**src/hw/rtl/osfp_pkg.sv**
```systemverilog
`default_nettype none
// ----------------------------------------------------------------------------
// osfp_pkg
// Shared types and constants of the vendor element OS fingerprint unit.
// ----------------------------------------------------------------------------
package osfp_pkg;

    localparam logic [7:0] TAG_VENDOR = 8'd221;

    localparam logic [2:0] CLS_NONE    = 3'd0;
    localparam logic [2:0] CLS_APPLE   = 3'd1;
    localparam logic [2:0] CLS_WINDOWS = 3'd2;
    localparam logic [2:0] CLS_ESP32   = 3'd3;
    localparam logic [2:0] CLS_ANDROID = 3'd4;

    localparam logic [23:0] OUI_APPLE   = 24'h0017f2;
    localparam logic [23:0] OUI_MSFT    = 24'h0050f2;
    localparam logic [7:0]  TYPE_WINDOWS = 8'h08;
    localparam logic [23:0] OUI_ESP32   = 24'h240ac4;
    localparam logic [23:0] OUI_WFA     = 24'h506f9a;

    localparam logic [2:0] HDR_BYTES = 3'd4;

    typedef enum logic [1:0] {
        PH_TAG  = 2'd0,
        PH_LEN  = 2'd1,
        PH_DATA = 2'd2
    } phase_t;

    typedef struct packed {
        logic       valid;
        logic [2:0] os_class;
    } result_t;

endpackage
`default_nettype wire

```
**src/hw/rtl/vendor_ie_os_fingerprint_unit.sv**
```systemverilog
`default_nettype none
// ----------------------------------------------------------------------------
// vendor_ie_os_fingerprint_unit
// OS class of one probe request from its vendor-specific elements.
// ----------------------------------------------------------------------------
//  channel | direction | handshake           | payload
//  in      | input     | in_valid / in_stall   | ie_byte[7:0], last_byte
//  out     | output    | out_valid / out_stall | os_class[2:0]
//
//  One byte a cycle unless in_stall; the class of the last byte is registered.
//  The parser state update is the only path per byte; the output register
//  and a one-word skid register hold results under a stalled output.
//  in_stall rises only while the skid register is full.
//  Reset clears the parser to expect a tag byte with no guess.
// ----------------------------------------------------------------------------
module vendor_ie_os_fingerprint_unit import osfp_pkg::*; (
    input  wire logic       clk,
    input  wire logic       rst_n,
    input  wire logic       in_valid,
    output logic            in_stall,
    input  wire logic [7:0] ie_byte,
    input  wire logic       last_byte,
    output logic            out_valid,
    input  wire logic       out_stall,
    output logic [2:0]      os_class
);

    result_t    result;
    logic       fire;
    logic       out_take;

    logic       out_valid_reg;
    logic [2:0] out_class_reg;
    logic       skid_valid_reg;
    logic [2:0] skid_class_reg;

    assign in_stall = skid_valid_reg;
    assign fire     = in_valid && !skid_valid_reg;
    assign out_take = out_valid_reg && !out_stall;

    osfp_parser u_parser (
        .clk       (clk),
        .rst_n     (rst_n),
        .fire      (fire),
        .ie_byte   (ie_byte),
        .last_byte (last_byte),
        .result    (result)
    );

    always_ff @(posedge clk or negedge rst_n)
    begin
        if (!rst_n)
        begin
            out_valid_reg  <= 1'b0;
            skid_valid_reg <= 1'b0;
        end
        else if (skid_valid_reg)
        begin
            if (out_take)
            begin
                skid_valid_reg <= 1'b0;
            end
        end
        else if (result.valid)
        begin
            if (out_valid_reg && !out_take)
            begin
                skid_valid_reg <= 1'b1;
            end
            else
            begin
                out_valid_reg <= 1'b1;
            end
        end
        else if (out_take)
        begin
            out_valid_reg <= 1'b0;
        end
    end

    always_ff @(posedge clk)
    begin
        if (skid_valid_reg)
        begin
            if (out_take)
            begin
                out_class_reg <= skid_class_reg;
            end
        end
        else if (result.valid)
        begin
            if (out_valid_reg && !out_take)
            begin
                skid_class_reg <= result.os_class;
            end
            else
            begin
                out_class_reg <= result.os_class;
            end
        end
    end

    assign out_valid = out_valid_reg;
    assign os_class  = out_class_reg;

endmodule
`default_nettype wire

```
**src/hw/rtl/osfp_parser.sv**
```systemverilog
`default_nettype none
// ----------------------------------------------------------------------------
// osfp_parser
// Walks tag-length-value elements one byte a cycle, when fire is high,
// and judges vendor elements; reports the class on the last byte of a stream.
// ----------------------------------------------------------------------------
module osfp_parser import osfp_pkg::*; (
    input  wire logic       clk,
    input  wire logic       rst_n,
    input  wire logic       fire,
    input  wire logic [7:0] ie_byte,
    input  wire logic       last_byte,
    output result_t         result
);

    phase_t      phase_reg, phase_next;
    logic [7:0]  tag_reg, tag_next;
    logic [7:0]  len_reg, len_next;
    logic [7:0]  remain_reg, remain_next;
    logic [2:0]  index_reg, index_next;
    logic [31:0] header_reg, header_next;
    logic [2:0]  guess_reg, guess_next;
    logic        decided_reg, decided_next;

    logic [7:0]  remain_dec;

    assign remain_dec = remain_reg - 8'd1;

    always_comb
    begin
        phase_next   = phase_reg;
        tag_next     = tag_reg;
        len_next     = len_reg;
        remain_next  = remain_reg;
        index_next   = index_reg;
        header_next  = header_reg;
        guess_next   = guess_reg;
        decided_next = decided_reg;

        if (!decided_reg)
        begin
            case (phase_reg)
                PH_LEN:
                begin
                    len_next = ie_byte;
                    if (ie_byte == 8'd0)
                    begin
                        phase_next = PH_TAG;
                    end
                    else
                    begin
                        remain_next = ie_byte;
                        index_next  = 3'd0;
                        header_next = 32'd0;
                        phase_next  = PH_DATA;
                    end
                end
                PH_DATA:
                begin
                    if (index_reg < HDR_BYTES)
                    begin
                        header_next = {header_reg[23:0], ie_byte};
                        index_next  = index_reg + 3'd1;
                    end
                    remain_next = remain_dec;
                    if (remain_dec == 8'd0)
                    begin
                        phase_next = PH_TAG;
                        // judge on the header of the first four data bytes
                        if (tag_reg == TAG_VENDOR && len_reg >= 8'd4)
                        begin
                            if (header_next[31:8] == OUI_APPLE)
                            begin
                                guess_next   = CLS_APPLE;
                                decided_next = 1'b1;
                            end
                            else if (header_next[31:8] == OUI_MSFT
                                     && header_next[7:0] == TYPE_WINDOWS)
                            begin
                                guess_next   = CLS_WINDOWS;
                                decided_next = 1'b1;
                            end
                            else if (header_next[31:8] == OUI_ESP32)
                            begin
                                guess_next   = CLS_ESP32;
                                decided_next = 1'b1;
                            end
                            else if (header_next[31:8] == OUI_WFA
                                     && guess_reg == CLS_NONE)
                            begin
                                guess_next = CLS_ANDROID;
                            end
                        end
                    end
                end
                default:
                begin
                    tag_next   = ie_byte;
                    phase_next = PH_LEN;
                end
            endcase
        end

        result.valid    = fire && last_byte;
        result.os_class = guess_next;

        // clear for the next stream
        if (last_byte)
        begin
            phase_next   = PH_TAG;
            tag_next     = 8'd0;
            len_next     = 8'd0;
            remain_next  = 8'd0;
            index_next   = 3'd0;
            header_next  = 32'd0;
            guess_next   = CLS_NONE;
            decided_next = 1'b0;
        end
    end

    always_ff @(posedge clk or negedge rst_n)
    begin
        if (!rst_n)
        begin
            phase_reg   <= PH_TAG;
            tag_reg     <= 8'd0;
            len_reg     <= 8'd0;
            remain_reg  <= 8'd0;
            index_reg   <= 3'd0;
            header_reg  <= 32'd0;
            guess_reg   <= CLS_NONE;
            decided_reg <= 1'b0;
        end
        else if (fire)
        begin
            phase_reg   <= phase_next;
            tag_reg     <= tag_next;
            len_reg     <= len_next;
            remain_reg  <= remain_next;
            index_reg   <= index_next;
            header_reg  <= header_next;
            guess_reg   <= guess_next;
            decided_reg <= decided_next;
        end
    end

endmodule
`default_nettype wire
```
**config.mk**
```make
export PLATFORM = sky130hd
export DESIGN_NAME = vendor_ie_os_fingerprint_unit
export DESIGN_NICKNAME = d
export VERILOG_FILES = /design/src/hw/rtl/osfp_pkg.sv /design/src/hw/rtl/vendor_ie_os_fingerprint_unit.sv /design/src/hw/rtl/osfp_parser.sv
export SDC_FILE = /design/constraint.sdc
export NUM_CORES = 1
export LEC_CHECK = 0
export ABC_AREA = 1
export BUFFER_PORTS_ARGS = -buffer_cell sky130_fd_sc_hd__buf_4
export CAP_MARGIN = 40
export CORE_MARGIN = 3
export CORE_UTILIZATION = 56
export CTS_CLUSTER_SIZE = 12
export DETAILED_ROUTE_END_ITERATION = 6
export PLACE_DENSITY = 0.85
export SYNTH_ARGS = -nofsm -noshare
export SYNTH_HDL_FRONTEND = slang
export SYNTH_HIERARCHICAL = 1
export SYNTH_SLANG_ARGS = --single-unit
```
**constraint.sdc**
```tcl
create_clock -name clk -period 2.26 [get_ports clk]
set_clock_uncertainty 0.1 [all_clocks]
set_input_delay 0.113 -clock clk [delete_from_list [all_inputs] [get_ports clk]]
set_output_delay 0.113 -clock clk [all_outputs]
set_load 0.01 [all_outputs]
```
; ---- Yosys cells after proc, flatten, opt, wreduce, memory -nomap -nowiden
; Cells that the tools add are included.
; Widths: inputs -> output; s select.
[word_totals]
regBits = 73
output_inout_bits = 5
elab_cells = 114
[classes]
addsub = 2
order_cmp = 2
n_eq_ne = 16
n_mux = 55
bitwise_logic = 1
n_reduce_logical = 26
[op_table]
columns = operator, count
row1 = $mux 32, 6
row2 = $mux 8, 9
row3 = $pmux 32 s2, 1
row4 = $mux 3, 17
row5 = $eq 24x13->1 const B, 1
row6 = $eq 24x15->1 const B, 1
row7 = $eq 24x22->1 const B, 1
row8 = $eq 24x23->1 const B, 1
row9 = $reduce_and 3->1, 6
row10 = $logic_not 8->1, 2
row11 = $pmux 8 s2, 1
row12 = $mux 1, 15
row13 = $eq 8x4->1 const B, 1
row14 = $eq 8x8->1 const B, 1
row15 = $ge 8x3->1 const B, 1
row16 = $mux 2, 4
row17 = $ne 2x2->1 const B, 4
row18 = $sub 8x1->8 const B, 1
row19 = $logic_and 1x1->1, 7
row20 = $ne 3x2->1 const B, 2
row21 = $pmux 3 s2, 1
row22 = $reduce_bool 2->1, 3
row23 = $reduce_and 5->1, 1
row24 = $pmux 2 s2, 1
row25 = other kinds (12), 14

; ---- Depth between registers and ports, before layout
; Gate-level depths: netlist (run 1).
[logic_depth]
ltp_word = 17
depth_mapped = 16

; ---- Cells and area by module
; The synthesis (run 1) kept the hierarchy.
[modules_own_cells]
columns = mod, n_inst, cells_each, area_per_inst_um2, seq_area_each_um2
row1 = osfp_parser, 1, 626, 4048.9, 1576.5
row2 = vendor_ie_os_fingerprint_unit, 1, 39, 370.4, 230.2

; ---- Least setup slack after synthesis (run 1)
; OpenSTA, ideal clock, no wires.
[synth_timing]
path_kind = register -> register
start = reg u_parser.remain_reg[0]
end = reg out_class_reg[1] (netlist: os_class[1]) (data pin)
setup_time_ps = 252
arrival_ps = 1809
required_time_ps = 1908
setup_slack_ps = 99
path_stages_with_launch = 15
n_path_buf = 0
synth_period_minus_slack_ps = 2161
cell_sequence = dfrtp_1 > inv_1 > ha_1 > inv_1 > nor2_1 > nand3_1 > nand2_1 > nand2_1 > nor2_1 > nand4_1 > nor2_1 > nand3_1 > and2_1 > nand2_1 > nand2_1
[synth_rtl]
columns = element, line
row1 = from (decl), osfp_parser.sv:19  ; logic [7:0] remain_reg, remain_next;
row2 = from (signal assigned), osfp_parser.sv:139  ; remain_reg <= remain_next;
row3 = to (signal assigned), vendor_ie_os_fingerprint_unit.sv:87  ; out_class_reg <= skid_class_reg;
row4 = to (signal assigned), vendor_ie_os_fingerprint_unit.sv:98  ; out_class_reg <= result.os_class;
row5 = to (decl), vendor_ie_os_fingerprint_unit.sv:33  ; logic [2:0] out_class_reg;

==> results of run 1 <==
==> power breakdown <==
group	switching (W)	internal, W
sequential	0.000233	0.00161
combinational	0.00196	0.00112
clock	0.000494	0.000652
total	0.00269	0.00339
==> timing repair <==
item,in CTS,in global routing
endpoints found under the setup margin,5,17
resized for setup,11,94
hold buffers,3,0
pin swaps,5,26
setup buffers,9,20
hold endpoints to repair,35,0
==> area by class of cell <==
| cell class | count | area, um^2 | share of cell area |
|---|---|---|---|
| clock buffers | 11 | 141.4 | 0.02567 |
| clock inverters | 5 | 81.33 | 0.01477 |
| inverters | 84 | 322.8 | 0.05861 |
| multi-input cells | 485 | 2404 | 0.4364 |
| flip-flops and latches | 71 | 1809 | 0.3285 |
| well taps | 99 | 123.9 | 0.02249 |
| repair buffers | 76 | 625.6 | 0.1136 |
==> layer usage <==
metal / track usage / part of all wire / vias to the layer above
met1: 0.3957 / 0.42 / 2214
met3: 0.05020 / 0.074 / 44
met5: 0 / 0 / -
met2: 0.4680 / 0.48 / 253
met4: 0.09375 / 0.030 / 0
li1: - / - / 2220
==> worst register-to-register path, stage by stage, from the launching register on <==
cell and delay (ps):
dfrtp_1 390, inv_2 90, ha_4 160, inv_4 40, nand2_2 50, nand2_2 60
nor2_1 120, nand2_2 90, nor2_4 120, nand4_1 220, nor2_4 230, nand3_2 130
and2_4 160, nand2_2 70, nand2_2 50
==> path summary, 6_finish.rpt <==
kind / from / end / slack [ps]
hold / removal: ie_byte[3] / u_parser/remain_reg[3] / 50
max in group asynchronous: rst_n / u_parser/remain_reg[2] / 1230
hold reg to reg: u_parser/tag_reg[6] / u_parser/tag_reg[6] / 380
setup reg to reg: u_parser/remain_reg[1] / os_class[1] / -60
min in group asynchronous: rst_n / u_parser/header_reg[14] / 170
setup / recovery: u_parser/remain_reg[1] / os_class[1] / -60
==> cells by family after synthesis <==
family | after synthesis | synth area share
simple gates | 395 | 0.3613
buf+inv | 109 | 0.1059
compound gates | 85 | 0.1099
flops | 71 | 0.4088
fa+ha+maj | 5 | 0.01416
==> synth_stat cells, drive strengths merged <==
cell type | count | area (um^2)
nor2 | 82 | 317.8
o211ai | 3 | 22.52
inv | 83 | 311.6
and2 | 2 | 12.51
nor3b | 1 | 7.510
clkinv | 1 | 3.750
a22oi | 1 | 7.510
or2 | 1 | 6.260
nor3 | 5 | 25.02
o21ai | 56 | 280.3
clkbuf | 7 | 27.52
a31oi | 1 | 6.260
ha | 5 | 62.56
o221ai | 2 | 17.52
nand3b | 2 | 15.01
dfrtp | 65 | 1627
a21oi | 4 | 20.02
nand3 | 37 | 185.2
o22ai | 3 | 18.77
nand4 | 10 | 62.56
edfxtp | 6 | 180.2
o21a | 1 | 7.510
nand2 | 255 | 964.7
buf | 18 | 125.1
o31ai | 14 | 105.1
==> metrics by stage <==
step / power [W] / utilization
after floorplan: 0.003560 / -
after global placement: 0.004256 / 0.6405
after detailed placement: 0.004353 / 0.6405
after CTS: 0.005594 / 0.6873
after global routing: 0.006494 / 0.7396
final: 0.006073 / 0.7396
==> reports/metrics.cfg, run 1 <==
[run_status]
status=finished with violations
violations=negative setup slack

[timing]
timing.final.crit_period_ps=2318
setup_slack_ps=-58.47
tns_ps=-101.3
relSlewSlack=0.6021
hold_viol_final=0
rsz0062_at_grt=yes
period_share=1.026
fmax_mhz=431.3
drv_slew=0
holdWs_ps=54.94
finalSetupViolCount=2
worstMarginPinSlew_ps=596.2

[clock_tree]
clk_latency_ps=340
max-clock-path-buffers=2
clock-root-buffer=clkbuf_8
cts_max_level=3
cts_tree=yes
cts.sinks=71
cts.clk_slew.worst_paths_ps=80
numCtsBuffers=9

[cells_and_area]
final_cell_mix=nand2_1, inv_1, buf_4
diodes=0
mostFrequentLayoutCell=nand2_1
stdcell_area_mm2=0.005508
finalNonFillerCells=831
nNetsFinal=745
layout-drive-gt1-share=0.2350
largest_reg_flops=32
fill_cells=584
syn_to_final_growth_pct=24.63

[setup_path]
cpMaxStageDelayCell=dfrtp_1
cp.arrival_ps=2320
critical_path_class=flop to flop
path_depth=14
cp_max_fo=4
slowest_delay_ps=390
cp-start-kind=flop
crit_required_ps=2270
reg2regPathDepth=14
cp_cell_sequence=inv_2, ha_4, inv_4, nand2_2, nand2_2, nor2_1, nand2_2, nor2_4, nand4_1, nor2_4, nand3_2, and2_4, nand2_2, nand2_2
cp_common_cell=nand2_2
end_kind=flop
crit_buf_inv=2
cpLargestDelayFamily=simple AND/OR/NAND/NOR gates

[detailed_routing]
wire_per_inst_um=15.59
dr.first_iter.drc_count=522
wl_mm=12.95
detail-route-antenna-nets=0
viasPerCell=5.693
vias=4731
dr.pass1.iters=7
drc=0

[logic_synthesis]
ys_ff_latch=71
synth_nets=683
syn_inst=665
yosysSeqAreaShare=0.4088
yosysWarningCount=6
ys_types=34
avgSynthCellArea_um2=6.645
synth_area_mm2=0.004419

[power_and_ir_drop]
pwr_density_cell_mw_per_mm2=1103
vdd_drop_max_v=0.0005852
power_leakage_nw=2.677

[run]
cap_viol_max_count=0

[placement]
gp_congestion=1.026
dp_hpwl_mm=8.653
dp.cells=786
dpl_worst_slack_ps=-143.1
dpl_cell_area_mm2=0.004770
io_buffer_count=17

[floorplan]
pin_count=18
dieArea_mm2=0.008994
die_x_um=94.84
initial_core_util=0.5934
die_y_um=94.84
rows=31
core_mm2=0.007447

[global_route]
grt_usage=0.2897
grt_pass1_wl_mm=20.38
grt_start_max_net_pins=37
grt.overflow.total=0
antenna_found_initial=0
grt_pass1_vias=4263

[worst_hold_path]
hold_path_class=input pin to flop
hold_depth=3

Note: power is estimated with default switching activity, not from simulation.
==> inputs of run 2 (changes only) <==
- RECOVER_POWER: not set -> 25
==> run 2 against run 1 <==
  * The run ends with design-rule violations, negative setup slack left
  * Via count shrank 0.85%
  * Clock power about the same
  * Wire length rose by 0.26%
  * Register-to-register slack hardly changed
  * First-iteration DRC count rose by 0.77%
  * Fmax decreased by 0.38%
  * Largest power group unchanged
==> reports/metrics.cfg, run 2 (synthesized netlist as in run 1, its figures left out) <==
[run_status]
status=finished with violations
violations=design-rule violations, negative setup slack

[global_route]
grt.overflow.total=0  ; unchanged
grt_pass1_vias=4263  ; unchanged
grt_start_max_net_pins=37  ; unchanged
grt_usage=0.2897  ; unchanged
antenna_found_initial=0  ; unchanged
grt_pass1_wl_mm=20.38  ; unchanged

[worst_hold_path]
hold_path_class=input pin to flop
hold_depth=3  ; unchanged
hold_start=ie_byte[3]
min_to=u_parser/remain_reg[3]

[timing]
fmax_mhz=429.7  ; -0.38%
relSlewSlack=0.3881  ; -0.2140
period_share=1.030  ; +0.003875
finalSetupViolCount=4  ; +2
rsz0062_at_grt=yes
drv_slew=0  ; unchanged
setup_slack_ps=-67.23  ; -8.758 ps
hold_viol_final=0  ; unchanged
timing.final.crit_period_ps=2327  ; +8.758 ps
worstMarginPinSlew_ps=917.8  ; +321.6 ps
tns_ps=-132.1  ; -30.86 ps

[floorplan]
die_y_um=94.84  ; unchanged
dieArea_mm2=0.008994  ; unchanged
initial_core_util=0.5934  ; unchanged
pin_count=18  ; unchanged
core_mm2=0.007447  ; unchanged
die_x_um=94.84  ; unchanged
rows=31  ; unchanged

[cells_and_area]
largest_reg_flops=32  ; unchanged
diodes=0  ; unchanged
syn_to_final_growth_pct=24.49
nNetsFinal=745  ; unchanged
final_cell_mix=nand2_1, inv_1, buf_4
utilization=0.7387  ; -0.0008400
layout-drive-gt1-share=0.2336  ; -0.001366
mostFrequentLayoutCell=nand2_1

[run]
cap_viol_max_count=0  ; unchanged

[detailed_routing]
dr.first_iter.drc_count=526  ; +0.77%
viasPerCell=5.645  ; -0.85%
drc=1  ; +1
wl_mm=12.99  ; +0.26%
wire_per_inst_um=15.63  ; +0.26%
dr.pass1.iters=7  ; unchanged
vias=4691  ; -0.85%
detail-route-antenna-nets=0  ; unchanged

[setup_path]
slowest_delay_ps=390  ; about the same
crit_required_ps=2270  ; about the same
r2r-end=os_class[1]
critical_path_class=flop to flop
end_kind=flop
cp_cell_sequence=inv_2, ha_4, inv_4, nand2_2, nand2_2, nor2_1, nand2_2, nor2_4, nand4_1, nor2_4, nand3_2, and2_4, nand2_2, nand2_2
cp.arrival_ps=2330  ; about the same
reg2regPathDepth=14  ; unchanged
cpMaxStageDelayCell=dfrtp_1
cp_max_fo=4  ; unchanged
cp_common_cell=nand2_2
crit-reg2reg-launch=u_parser/remain_reg[1]
worst-r2r-setup-slack_ps=-70  ; about the same
cp-start-kind=flop

[clock_tree]
cts.sinks=71  ; unchanged
cts_max_level=3  ; unchanged
numCtsBuffers=9  ; unchanged
max-clock-path-buffers=2  ; unchanged
cts.clk_slew.worst_paths_ps=80  ; about the same
clk_latency_ps=340  ; about the same
clock-root-buffer=clkbuf_8
cts_tree=yes

[power_and_ir_drop]
power_leakage_nw=2.672  ; -0.16%
pwr_density_cell_mw_per_mm2=1105  ; +0.22%
vdd_drop_max_v=0.0005840  ; -0.21%

[placement]
dp_hpwl_mm=8.653  ; unchanged
gp_congestion=1.026  ; unchanged
io_buffer_count=17  ; unchanged
dpl_worst_slack_ps=-143.1  ; unchanged

## run 2: changes by cell type in the layout (fill, tap and decap cells not counted), sizes merged
cell,previous run,this run
buf,73,71
clkbuf,11,13
## run 2: routing by layer
layer,routed length (um),global-route usage,vias up
met5,0,0,-
li1,-,-,2222
met3,944,0.05020,40
met4,381,0.09375,0
met2,6179,0.4680,229
met1,5480,0.3957,2200
## run 2: cell type report
class	instances	area (um^2)
clock buffer	11	141.4
clock inverter	5	81.33
fill	587	1946
inverter	84	322.8
multi-input combinational	485	2404
sequential	71	1809
tap	99	123.9
timing repair buffer	76	619.3
## run 2: where the power goes
| part | internal, W | switching (W) |
|---|---|---|
| clock network | 0.000652 | 0.000493 |
| registers | 0.00161 | 0.000234 |
| logic | 0.00112 | 0.00197 |
| total | 0.00339 | 0.00269 |
## run 2: worst max-delay path by stage
stage	start	to	slack (ps)	cells past startpoint
after floorplan	u_parser/remain_reg[0]	os_class[1]	100	14
after global placement	u_parser/remain_reg[0]	os_class[1]	2	14
after detailed placement	u_parser/remain_reg[1]	os_class[1]	-140	14
after CTS	u_parser/remain_reg[2]	os_class[1]	-2	11
after global routing	u_parser/index_reg[2]	os_class[0]	-170	12
final	u_parser/remain_reg[1]	os_class[1]	-70	14
## run 2: worst max-delay path, delay by kind of cell (launching register included)
family | cells | cell delay, ps
buf+inv | 2 | 130
flops | 1 | 390
fa+ha+maj | 1 | 160
simple gates | 11 | 1320
## run 2: repair_timing
action	4_1_cts	5_1_grt
hold buffers	3	0
gates resized for setup	11	94
hold endpoints to repair	35	0
setup endpoints to repair	5	17
buffers inserted	9	20
pin swaps	5	26
## run 2: per-stage QoR
step | area [um^2] | std cells | total power [W] | hold slack, ps
5_1_grt | 5502 | 831 | 0.006493 | 66.53
6_report | 5502 | 831 | 0.006080 | 52.36
2_1_floorplan | 4419 | 665 | 0.003560 | -282.6
3_5_place_dp | 4770 | 786 | 0.004353 | 1.267
3_3_place_gp | 4770 | 786 | 0.004256 | -7.675
4_1_cts | 5119 | 814 | 0.005594 | 30.17
==> inputs of run 3 (changes only) <==
- CORE_ASPECT_RATIO: not set -> 0.8
==> run 3 against run 2 <==
  * The flow finishes with violations (max-capacitance violations, max-slew violations, negative setup slack)
  * Utilization down 2.5 points
  * Fmax increased by 2.4%
  * Global-route usage decreased by 1.7 points
  * Sequential share of layout area grew 0.77 points
  * Final area down 2.3%
==> reports/metrics.cfg, run 3 (synthesized netlist as in run 1, its figures left out) <==
[clock_tree]
max-clock-path-buffers=2  ; unchanged
clock-root-buffer=clkbuf_8
cts_tree=yes
cts.sinks=71  ; unchanged
numCtsBuffers=9  ; unchanged
cts.clk_slew.worst_paths_ps=80  ; about the same
clk_latency_ps=350  ; about the same
cts_max_level=3  ; unchanged

[placement]
dpl_worst_slack_ps=-232.7  ; -89.60 ps
gp_congestion=0.9171  ; -11%
dp_hpwl_mm=8.233  ; -4.9%
io_buffer_count=17  ; unchanged
dpl_cell_area_mm2=0.004747  ; -0.47%

[cells_and_area]
diodes=0  ; unchanged
syn_to_final_growth_pct=21.57
stdcell_area_mm2=0.005373  ; -2.3%
nNetsFinal=733  ; -1.6%
layout-drive-gt1-share=0.2042  ; -0.02944
final_cell_mix=nand2_1, inv_1, dfrtp_1
mostFrequentLayoutCell=nand2_1
largest_reg_flops=32  ; unchanged

[run_status]
violations=max-capacitance violations, max-slew violations, negative setup slack
status=finished with violations

[floorplan]
core_mm2=0.007532  ; +1.1%
die_x_um=105.3  ; +11%
die_y_um=85.46  ; -9.9%
dieArea_mm2=0.009000  ; about the same
rows=28  ; -9.7%
initial_core_util=0.5867  ; -0.006703
pin_count=18  ; unchanged

[timing]
hold_viol_final=0  ; unchanged
relSlewSlack=-0.09786  ; -0.4860
rsz0062_at_grt=yes
finalSetupViolCount=4  ; unchanged
drv_slew=66  ; +66
timing.final.crit_period_ps=2273  ; -54.03 ps
worstMarginPinSlew_ps=1647  ; +729.0 ps
period_share=1.006  ; -0.02391
fmax_mhz=439.9  ; +2.4%
setup_slack_ps=-13.20  ; +54.03 ps
tns_ps=-24.12  ; +108.0 ps

[detailed_routing]
dr.first_iter.drc_count=394  ; -25%
detail-route-antenna-nets=0  ; unchanged
wl_mm=12.28  ; -5.4%
wire_per_inst_um=14.89  ; -4.7%
vias=4492  ; -4.2%
viasPerCell=5.445  ; -3.5%
dr.pass1.iters=5  ; -2
drc=0  ; -1

[setup_path]
crit_required_ps=2270  ; about the same
critical_path_class=flop to flop
end_kind=flop
cp.arrival_ps=2280  ; -50 ps
cp-start-kind=flop
cp_max_fo=8  ; +4

[global_route]
grt_start_max_net_pins=66  ; +78%
grt_usage=0.2729  ; -0.01678
antenna_found_initial=0  ; unchanged
grt.overflow.total=0  ; unchanged
grt_pass1_wl_mm=19.60  ; -3.8%
grt_pass1_vias=4176  ; -2.0%

[worst_hold_path]
hold_path_class=input pin to flop

[run]
cap_viol_max_count=1  ; +1

[power_and_ir_drop]
pwr_density_cell_mw_per_mm2=1056  ; -4.4%
power_leakage_nw=2.590  ; -3.1%
vdd_drop_max_v=0.0004744  ; -19%

## run 3: path summary, 6_finish.rpt
path	start	slack, ps	cells after the start	end
worst max register to register	u_parser/index_reg[2]	-10	15	os_class[2]
worst min-delay path	ie_byte[3]	20	3	u_parser/remain_reg[3]
max in group asynchronous	rst_n	330	2	u_parser/index_reg[2]
worst min register to register	u_parser/len_reg[7]	390	2	u_parser/len_reg[7]
worst max-delay path	u_parser/index_reg[2]	-10	15	os_class[2]
min in group asynchronous	rst_n	620	2	u_parser/remain_reg[5]
## run 3: power by group
part	switching, W	total, W	leakage, nW	internal (W)
logic	0.00182	0.00285	1.56	0.00104
clock network	0.000515	0.000982	0.102	0.000467
registers	0.000231	0.00184	0.932	0.00161
total	0.00256	0.00568	2.59	0.00311
## run 3: layout make-up
cell class / instances / area (um^2)
clock inverters: 6 / 41.29
repair buffers: 64 / 539.3
well taps: 105 / 131.4
flip-flops and latches: 71 / 1808
inverters: 84 / 325.3
fillers: 610 / 2160
multi-input cells: 485 / 2379
clock buffers: 10 / 148.9
## run 3: through the flow
step | cells | total power, W | util | hold slack (ps)
2_1_floorplan | 665 | 0.003560 | - | -282.6
3_3_place_gp | 788 | 0.004237 | 0.6302 | 163.1
3_5_place_dp | 788 | 0.004318 | 0.6302 | 167.7
4_1_cts | 813 | 0.005411 | 0.6741 | 15.99
5_1_grt | 825 | 0.006118 | 0.7133 | 55.37
6_report | 825 | 0.005676 | 0.7133 | 23.74
## run 3: metal layers
| layer | track usage | wire length (um) | vias up |
|---|---|---|---|
| met5 | 0 | 0 | - |
| met4 | 0.1120 | 378 | 0 |
| met3 | 0.05627 | 898 | 38 |
| met2 | 0.4352 | 5680 | 187 |
| met1 | 0.3655 | 5323 | 2074 |
| li1 | - | - | 2193 |
## run 3: what timing repair did
action                                  in CTS  in global routing
endpoints found under the setup margin       6                 21
hold endpoints to repair                    68                  0
gates resized for setup                     24                 70
pin swaps                                    8                 27
hold buffers                                 3                  0
cloned                                       0                  1
buffers inserted                             6                 11
## run 3: worst max-delay path, stage by stage (launching register included)
cell and delay [ps]:
dfrtp_2 480, clkinv_4 140, buf_6 160, nand2_4 60, nand2_4 60, buf_4 130
nor2_1 100, nand2_1 90, nor2_1 160, nand3_2 130, nand3_4 110, nand3_4 80
nand2_2 80, inv_2 40, nand2_2 50, nand2_2 40
